`src/rtl/pssrc_pkg.sv`:
```
// Shared widths, codes and reset values for the PWM soft-start ramp controller.
`timescale 1ns / 1ps

package pssrc_pkg;

  localparam int TICK_MS_DEF = 10;

  localparam int MS_W    = 16;
  localparam int SLOPE_W = 5;
  localparam int PHASE_W = 2;

  // stream packing
  localparam int IN_TDATA_W  = 8;
  localparam int OUT_TDATA_W = 32;
  localparam int OUT_DUTY_LSB  = 0;
  localparam int OUT_EN_BIT    = 16;
  localparam int OUT_PHASE_LSB = 17;
  localparam int OUT_SET_BIT   = 19;
  localparam int OUT_SLOPE_LSB = 20;
  localparam int OUT_USED_W    = 25;

  // configuration port
  localparam int CFG_IDX_W  = 3;
  localparam int CFG_DATA_W = 16;

  localparam logic [CFG_IDX_W-1:0] REG_PWM_PERIOD   = 3'd0;
  localparam logic [CFG_IDX_W-1:0] REG_LONG_PRESS   = 3'd1;
  localparam logic [CFG_IDX_W-1:0] REG_SHORT_MIN    = 3'd2;
  localparam logic [CFG_IDX_W-1:0] REG_SHORT_MAX    = 3'd3;
  localparam logic [CFG_IDX_W-1:0] REG_TRIG_START   = 3'd4;
  localparam logic [CFG_IDX_W-1:0] REG_TRIG_STOP    = 3'd5;
  localparam logic [CFG_IDX_W-1:0] REG_MAX_SLOPE    = 3'd6;

  localparam logic [MS_W-1:0]    RST_PWM_PERIOD = 16'd1999;
  localparam logic [MS_W-1:0]    RST_LONG_PRESS = 16'd3000;
  localparam logic [MS_W-1:0]    RST_SHORT_MIN  = 16'd100;
  localparam logic [MS_W-1:0]    RST_SHORT_MAX  = 16'd2000;
  localparam logic [MS_W-1:0]    RST_TRIG_START = 16'd100;
  localparam logic [MS_W-1:0]    RST_TRIG_STOP  = 16'd500;
  localparam logic [SLOPE_W-1:0] RST_MAX_SLOPE  = 5'd21;
  localparam logic [SLOPE_W-1:0] RST_SLOPE      = 5'd8;

  // ramp phases
  localparam logic [PHASE_W-1:0] PH_IDLE   = 2'd0;
  localparam logic [PHASE_W-1:0] PH_INIT   = 2'd1;
  localparam logic [PHASE_W-1:0] PH_OUTPUT = 2'd2;
  localparam logic [PHASE_W-1:0] PH_END    = 2'd3;

  // compare = floor(P*(t*99 + S*1000) / (S*100000))
  localparam int ACC_W = 23;            // t*99 + S*1000
  localparam int NUM_W = ACC_W + MS_W;  // times P
  localparam int DEN_W = 22;            // S*100000
  localparam int QUO_W = 23;            // quotient bound for 39-bit numerator
  localparam logic [ACC_W-1:0] T_GAIN    = 23'd99;
  localparam logic [ACC_W-1:0] S_GAIN    = 23'd1000;
  localparam logic [DEN_W-1:0] DEN_GAIN  = 22'd100000;
  localparam logic [MS_W-1:0]  MS_PER_S  = 16'd1000;

endpackage

```
`src/rtl/pwm_soft_start_ramp_controller_top.sv`:
```
// Top level of the PWM soft-start ramp controller: tick handling and compare divider.
`timescale 1ns / 1ps

// PWM soft-start ramp controller.
// Slave stream: one request per timer tick carrying the sampled trigger and key
// levels. Master stream: one request per tick with the compare value, enable,
// phase, setting flag and slope after that tick's update.
// Configuration: cfg_we/cfg_index/cfg_data write a register on the clock edge;
// the user must do so only while the block is idle; the block does not enforce it.
// Sequencing: a tick that does not advance the ramp goes straight to the output
// step. A ramp tick first recomputes the compare value through a
// multiply step, a 39-bit product, and a restoring divider that retires one
// quotient bit per cycle on a single shared subtractor, then saturates it.
// Throughput: one tick at a time; s_tready is high only while the sequencer
// waits for a tick, also while a finished result still sits in the output
// register. When m_tready stays low the sequencer holds in its output step
// and the result register keeps its contents.
// Reset (rst, synchronous): configuration back to defaults, phase idle, slope
// 8, all counters, compare and enable cleared, output register empty.
module pwm_soft_start_ramp_controller_top #(
  parameter int TICK_MS = pssrc_pkg::TICK_MS_DEF
) (
  input  logic                                clk,
  input  logic                                rst,
  input  logic                                s_tvalid,
  output logic                                s_tready,
  input  logic [pssrc_pkg::IN_TDATA_W-1:0]    s_tdata,   // [0] trigger_level, [1] key_pressed
  output logic                                m_tvalid,
  input  logic                                m_tready,
  output logic [pssrc_pkg::OUT_TDATA_W-1:0]   m_tdata,   // [15:0] duty_compare,
                                                         // [16] output_enabled, [18:17] phase,
                                                         // [19] in_setting,
                                                         // [24:20] slope_seconds_out
  input  logic                                cfg_we,
  input  logic [pssrc_pkg::CFG_IDX_W-1:0]     cfg_index,
  input  logic [pssrc_pkg::CFG_DATA_W-1:0]    cfg_data
);
  import pssrc_pkg::*;

  localparam logic [2:0] ST_IDLE = 3'd0;
  localparam logic [2:0] ST_MUL1 = 3'd1;
  localparam logic [2:0] ST_MUL2 = 3'd2;
  localparam logic [2:0] ST_DIV  = 3'd3;
  localparam logic [2:0] ST_SAT  = 3'd4;
  localparam logic [2:0] ST_OUT  = 3'd5;

  localparam int CNT_W = $clog2(QUO_W + 1);
  localparam logic [MS_W:0] TICK_INC = (MS_W + 1)'(TICK_MS);

  // configuration
  logic [MS_W-1:0]    pwm_period;
  logic [MS_W-1:0]    long_press_ms;
  logic [MS_W-1:0]    short_press_min_ms;
  logic [MS_W-1:0]    short_press_max_ms;
  logic [MS_W-1:0]    trigger_start_ms;
  logic [MS_W-1:0]    trigger_stop_ms;
  logic [SLOPE_W-1:0] max_slope_seconds;

  // controller state
  logic [2:0]         state;
  logic [PHASE_W-1:0] phase_reg,       phase_next;
  logic               setting_flag,    setting_next;
  logic [SLOPE_W-1:0] slope_seconds,   slope_next;
  logic [MS_W-1:0]    ramp_elapsed_ms, ramp_next;
  logic [MS_W-1:0]    key_hold_ms,     key_hold_next;
  logic [MS_W-1:0]    trigger_high_ms, trigger_high_next;
  logic [MS_W-1:0]    trigger_low_ms,  trigger_low_next;
  logic [MS_W-1:0]    compare_reg;
  logic               enable_reg,      enable_next;
  logic               need_cmp;

  // divider datapath
  logic [ACC_W-1:0] acc;
  logic [DEN_W-1:0] den;
  logic [DEN_W-1:0] rem;
  logic [QUO_W-1:0] qsh;
  logic [CNT_W-1:0] cnt;
  logic [NUM_W-1:0] prod;
  logic [DEN_W:0]   trial;
  logic [DEN_W:0]   diff;
  logic             ge;
  logic [SLOPE_W-1:0] slope_div;

  logic trig, key, accept;
  logic [SLOPE_W:0] slope_inc;

  function automatic logic [MS_W-1:0] sat_add(input logic [MS_W-1:0] a);
    logic [MS_W:0] s;
    s = {1'b0, a} + TICK_INC;
    return s[MS_W] ? {MS_W{1'b1}} : s[MS_W-1:0];
  endfunction

  assign trig     = s_tdata[0];
  assign key      = s_tdata[1];
  assign s_tready = (state == ST_IDLE);
  assign accept   = s_tvalid && s_tready;

  // one tick of the key handler and phase machine
  always_comb begin
    phase_next        = phase_reg;
    setting_next      = setting_flag;
    slope_next        = slope_seconds;
    ramp_next         = ramp_elapsed_ms;
    key_hold_next     = key_hold_ms;
    trigger_high_next = trigger_high_ms;
    trigger_low_next  = trigger_low_ms;
    enable_next       = enable_reg;
    need_cmp          = 1'b0;
    slope_inc         = {1'b0, slope_seconds} + (SLOPE_W + 1)'(1);
    if (key) begin
      key_hold_next = sat_add(key_hold_ms);
    end else begin
      if (key_hold_ms != '0) begin
        key_hold_next = '0;
        if (!setting_flag) begin
          if (key_hold_ms >= long_press_ms) begin
            setting_next = 1'b1;
            slope_next   = SLOPE_W'(1);
            enable_next  = 1'b0;
          end
        end else if (key_hold_ms >= long_press_ms) begin
          setting_next = 1'b0;
          enable_next  = 1'b1;
        end else if (key_hold_ms >= short_press_min_ms &&
                     key_hold_ms <= short_press_max_ms) begin
          slope_next = (slope_inc > {1'b0, max_slope_seconds}) ? SLOPE_W'(1)
                                                               : slope_inc[SLOPE_W-1:0];
        end
      end
      if (!setting_next) begin
        unique case (phase_reg)
          PH_IDLE: begin
            if (trig) begin
              trigger_high_next = sat_add(trigger_high_ms);
            end else begin
              if (trigger_high_ms >= trigger_start_ms) phase_next = PH_INIT;
              trigger_high_next = '0;
            end
          end
          PH_INIT: begin
            ramp_next        = '0;
            trigger_low_next = '0;
            phase_next       = PH_OUTPUT;
          end
          PH_OUTPUT: begin
            if (!trig) begin
              trigger_low_next = sat_add(trigger_low_ms);
            end else begin
              if (trigger_low_ms >= trigger_stop_ms) phase_next = PH_END;
              trigger_low_next = '0;
              ramp_next        = sat_add(ramp_elapsed_ms);
              enable_next      = 1'b1;
              need_cmp         = 1'b1;
              if (ramp_next >= MS_W'(MS_W'(slope_next) * MS_PER_S)) phase_next = PH_END;
            end
          end
          PH_END: begin
            enable_next       = 1'b0;
            ramp_next         = '0;
            trigger_high_next = '0;
            phase_next        = PH_IDLE;
          end
          default: phase_next = PH_IDLE;
        endcase
      end
    end
  end

  // divider operand, product and shared subtractor of the restoring divider
  assign slope_div = (slope_seconds == '0) ? SLOPE_W'(1) : slope_seconds;
  assign prod  = NUM_W'(acc) * NUM_W'(pwm_period);
  assign trial = {rem, qsh[QUO_W-1]};
  assign diff  = trial - {1'b0, den};
  assign ge    = (trial >= {1'b0, den});

  always_ff @(posedge clk) begin
    if (rst) begin
      pwm_period         <= RST_PWM_PERIOD;
      long_press_ms      <= RST_LONG_PRESS;
      short_press_min_ms <= RST_SHORT_MIN;
      short_press_max_ms <= RST_SHORT_MAX;
      trigger_start_ms   <= RST_TRIG_START;
      trigger_stop_ms    <= RST_TRIG_STOP;
      max_slope_seconds  <= RST_MAX_SLOPE;
    end else if (cfg_we) begin
      unique case (cfg_index)
        REG_PWM_PERIOD: pwm_period         <= cfg_data;
        REG_LONG_PRESS: long_press_ms      <= cfg_data;
        REG_SHORT_MIN:  short_press_min_ms <= cfg_data;
        REG_SHORT_MAX:  short_press_max_ms <= cfg_data;
        REG_TRIG_START: trigger_start_ms   <= cfg_data;
        REG_TRIG_STOP:  trigger_stop_ms    <= cfg_data;
        REG_MAX_SLOPE:  max_slope_seconds  <= cfg_data[SLOPE_W-1:0];
        default: ;
      endcase
    end
  end

  always_ff @(posedge clk) begin
    if (rst) begin
      state           <= ST_IDLE;
      phase_reg       <= PH_IDLE;
      setting_flag    <= 1'b0;
      slope_seconds   <= RST_SLOPE;
      ramp_elapsed_ms <= '0;
      key_hold_ms     <= '0;
      trigger_high_ms <= '0;
      trigger_low_ms  <= '0;
      compare_reg     <= '0;
      enable_reg      <= 1'b0;
      m_tvalid        <= 1'b0;
      cnt             <= '0;
    end else begin
      // the output step reloads the valid flag itself
      if (m_tvalid && m_tready && state != ST_OUT) m_tvalid <= 1'b0;
      unique case (state)
        ST_IDLE: begin
          if (accept) begin
            phase_reg       <= phase_next;
            setting_flag    <= setting_next;
            slope_seconds   <= slope_next;
            ramp_elapsed_ms <= ramp_next;
            key_hold_ms     <= key_hold_next;
            trigger_high_ms <= trigger_high_next;
            trigger_low_ms  <= trigger_low_next;
            enable_reg      <= enable_next;
            state           <= need_cmp ? ST_MUL1 : ST_OUT;
          end
        end
        ST_MUL1: state <= ST_MUL2;
        ST_MUL2: begin
          cnt   <= CNT_W'(QUO_W);
          state <= ST_DIV;
        end
        ST_DIV: begin
          cnt <= cnt - CNT_W'(1);
          if (cnt == CNT_W'(1)) state <= ST_SAT;
        end
        ST_SAT: begin
          compare_reg <= (|qsh[QUO_W-1:MS_W]) ? {MS_W{1'b1}} : qsh[MS_W-1:0];
          state       <= ST_OUT;
        end
        ST_OUT: begin
          if (!m_tvalid || m_tready) begin
            m_tvalid <= 1'b1;
            state    <= ST_IDLE;
          end
        end
        default: state <= ST_IDLE;
      endcase
    end
  end

  // divider operands and result register; no reset needed
  always_ff @(posedge clk) begin
    unique case (state)
      ST_MUL1: begin
        acc <= ACC_W'(ramp_elapsed_ms) * T_GAIN + ACC_W'(slope_div) * S_GAIN;
        den <= DEN_W'(slope_div) * DEN_GAIN;
      end
      ST_MUL2: begin
        // quotient stays below 2^23, so the top bits are already below den
        rem <= DEN_W'(prod[NUM_W-1:QUO_W]);
        qsh <= prod[QUO_W-1:0];
      end
      ST_DIV: begin
        rem <= ge ? diff[DEN_W-1:0] : trial[DEN_W-1:0];
        qsh <= {qsh[QUO_W-2:0], ge};
      end
      default: ;
    endcase
    if (state == ST_OUT && (!m_tvalid || m_tready)) begin
      m_tdata <= {{(OUT_TDATA_W - OUT_USED_W){1'b0}}, slope_seconds, setting_flag,
                  phase_reg, enable_reg, compare_reg};
    end
  end

endmodule

```
`config.mk`:
```
export PLATFORM = sky130hd
export DESIGN_NAME = pwm_soft_start_ramp_controller_top
export DESIGN_NICKNAME = d
export VERILOG_FILES = /design/src/rtl/pssrc_pkg.sv /design/src/rtl/pwm_soft_start_ramp_controller_top.sv
export SDC_FILE = /design/constraint.sdc
export NUM_CORES = 2
export LEC_CHECK = 0
export BUFFER_PORTS_ARGS = -buffer_cell sky130_fd_sc_hd__buf_2
export CAP_MARGIN = 15
export CORE_ASPECT_RATIO = 1.5
export CORE_MARGIN = 2
export CORE_UTILIZATION = 65
export CTS_BUF_LIST = sky130_fd_sc_hd__clkbuf_4 sky130_fd_sc_hd__clkbuf_8
export CTS_CLUSTER_DIAMETER = 120
export DETAILED_ROUTE_END_ITERATION = 6
export PLACE_DENSITY = 0.92
export SLEW_MARGIN = 40
export SYNTH_ARGS = -nofsm -noshare
export SYNTH_HDL_FRONTEND = slang
export SYNTH_SLANG_ARGS = --single-unit
```
`constraint.sdc`:
```
create_clock -name clk -period 8.7 [get_ports clk]
set_input_delay 0.435 -clock clk [delete_from_list [all_inputs] [get_ports clk]]
set_output_delay 0.435 -clock clk [all_outputs]
set_load 0.01 [all_outputs]
```
==> impl_metrics.json <==
{
  "status": "completed",
  "hp-class": "in -> reg",
  "path_class": "reg -> reg",
  "clockBufferDepth": 3,
  "syn-cell-area_um2": 31900,
  "min_path_cells": 3,
  "cpPeakStageDelay_ns": 0.62,
  "pin_count": 66,
  "clkSinkCount": 309,
  "post_cts_buffers": 0,
  "place.gp.congestion": 0.955,
  "slowest_stage": "fa_1",
  "grt_pass1_wl_mm": 134,
  "slew_violations": 0,
  "firstDrtPassIters": 7,
  "insertion_delay_ns": 0.67,
  "drv_cap": 0,
  "relSlewSlack_pct": 36.2,
  "fmaxAchievable_mhz": 121,
  "antenna_left": 0,
  "synth_warnings": 0,
  "start_util_pct": 65.6,
  "nNetsFinal": 4318,
  "largest_register": "m_tdata",
  "end_kind": "flop",
  "worstPathMaxFanout": 10,
  "drc": 0,
  "cts_max_level": 2,
  "yosysMostFrequentCell": "nand2_1",
  "routed_wl_mm": 82.5,
  "tightest_slew_ns": 0.956,
  "root_buffer": "clkbuf_8",
  "wl_per_cell_um": 19.4,
  "crit_arrival_ns": 8.83,
  "hold_viol_final": 0,
  "largest_reg_flops": 25,
  "synth-edff-count": 110,
  "yosys.area.top_type": "fa_1",
  "synth-seq-area-share_pct": 22.9,
  "fillers": 3388,
  "fin_worst_skew_ns": 0.0815,
  "die-height_um": 275,
  "fin_tns_setup_ns": 0,
  "ys_ff_latch": 309,
  "synth_async_sr_flop_share_pct": 0,
  "postCtsHoldBufs": 0,
  "gr-usage-all-layers_pct": 33.2,
  "die_w_um": 185,
  "largestRegisters": "m_tdata: 25 flops, acc: 23 flops, qsh: 23 flops",
  "ff2ff_path_depth": 36,
  "min_period_over_period_pct": 95.0,
  "cts_resized": 0,
  "antenna_found_initial": 3,
  "synth-main-ff-cell": "dfxtp_1",
  "regArea_um2": 7290,
  "port_buffers": 52,
  "multi_input_area_um2": 21900,
  "ys_types": 93,
  "dieArea_um2": 50800,
  "core_um2": 48600,
  "clk_pin_slew_ns": 0.07,
  "grt_max_degree": 101,
  "synth_top_cells_by_area": "fa_1 22%, ha_1 15%, dfxtp_1 13%, edfxtp_1 10%, nand2_1 6.7%",
  "cts_tree": "built",
  "row_count": 99,
  "crit_path_frequent_cell": "inv_1",
  "finalSetupViolCount": 0,
  "numCtsBuffers": 48,
  "drt_iter0_drc": 2142,
  "yosysTopAreaCellShare_pct": 21.9,
  "grt_pass1_vias": 27294,
  "yosys-top-cells-count": "565 x nand2_1, 563 x inv_1, 374 x ha_1",
  "drive_gt1_share_pct": 7.13,
  "dp_hpwl_mm": 61.5,
  "rsz0062_at_grt": "false",
  "min_period_ns": 8.26,
  "cp.required_ns": 9.26,
  "grt.overflow.total": 0,
  "avgSynthCellArea_um2": 8.96,
  "vias_per_cell": 6.17,
  "synthCells": 3557,
  "vias": 26288,
  "syn2layout_area_growth_pct": 6.32,
  "startpoint_type": "flop"
}
-- metrics by stage --
stage               util [%]  worst slack, ns  hold WS, ns  instances  instance area [um^2]
finish                  69.8            0.436       0.0481       4261                 33900
global route            69.8           0.0208       0.0561       4261                 33900
CTS                     69.8            0.211       0.0366       4260                 33900
detailed placement      67.5            0.377        0.421       4170                 32800
global placement        67.4            0.567        0.421       4168                 32700
floorplan                  -             1.20        0.409       3563                 31900
-- area by class of cell --
| class | instances | share of cell area, % |
|---|---|---|
| Inverter | 564 | 6.25 |
| Timing Repair Buffer | 95 | 1.81 |
| Clock inverter | 19 | 0.635 |
| Sequential cell | 309 | 21.5 |
| Multi-Input combinational cell | 2546 | 64.7 |
| Tap cell | 656 | 2.42 |
| Clock buffer | 71 | 2.63 |
| Antenna cell | 1 | 0.00739 |
-- path summary, 6_finish.rpt --
check | from | end | slack [ns]
min reg2reg | compare_reg[15]$_SDFFE_PP0P_ | m_tdata[15]$_DFFE_PP_ | 0.43
max reg2reg | slope_seconds[0]$_SDFFE_PP0P_ | phase_reg[1]$_SDFFE_PP0P_ | 0.44
min | m_tready | m_tvalid$_SDFF_PP0_ | 0.05
max | slope_seconds[0]$_SDFFE_PP0P_ | phase_reg[1]$_SDFFE_PP0P_ | 0.44
-- per-layer routing --
metal	vias to the layer above	track usage, %	share of wire [%]
met3	479	5.00	7.4
met5	-	0	0.025
met2	1329	58.3	51
li1	11723	-	-
met1	12753	36.4	34
met4	4	24.0	8.2
-- logic make-up after synthesis --
family | count (synthesis) | share of synthesized area [%]
compound gates | 616 | 12.8
mux | 21 | 0.719
other cells | 1 | 0.0118
xor+xnor | 102 | 2.80
fa+ha+maj | 722 | 36.6
flops | 309 | 22.9
buf+inv | 708 | 8.55
simple gates | 1078 | 15.7
-- critical path, delay by kind of cell (launching register included) --
kind            cells  cell delay, ns
compound gates     15            3.01
fa+ha+maj           7            2.82
simple gates        7            1.14
buf+inv             6            0.60
flops               1            0.42
xor+xnor            1            0.14
-- cell usage in the layout, fill, tap and decap left out, types with 16 or more instances in the layout --
master	Yosys	routed
nand4_1	16	16
nor3_1	41	40
ha_1	374	374
buf_4	11	41
xor2_1	31	31
a211oi_1	24	24
a21o_1	59	59
xnor2_1	71	71
and2_1	119	119
o21ai_0	99	98
o211ai_1	42	42
inv_1	563	563
o221a_2	17	17
fa_1	348	348
clkbuf_8	0	57
edfxtp_1	110	110
nor2b_1	36	35
a21oi_1	210	210
nand2_1	565	565
o21a_1	27	27
nand2b_1	18	18
buf_2	2	51
a31oi_1	20	20
nand3_1	53	53
nor2_1	132	131
dfxtp_1	199	197
and3_1	25	25
Power is left out: the tool's default activity adds up to more than one toggle a clock period on the data nets, which glitch-free logic cannot reach.
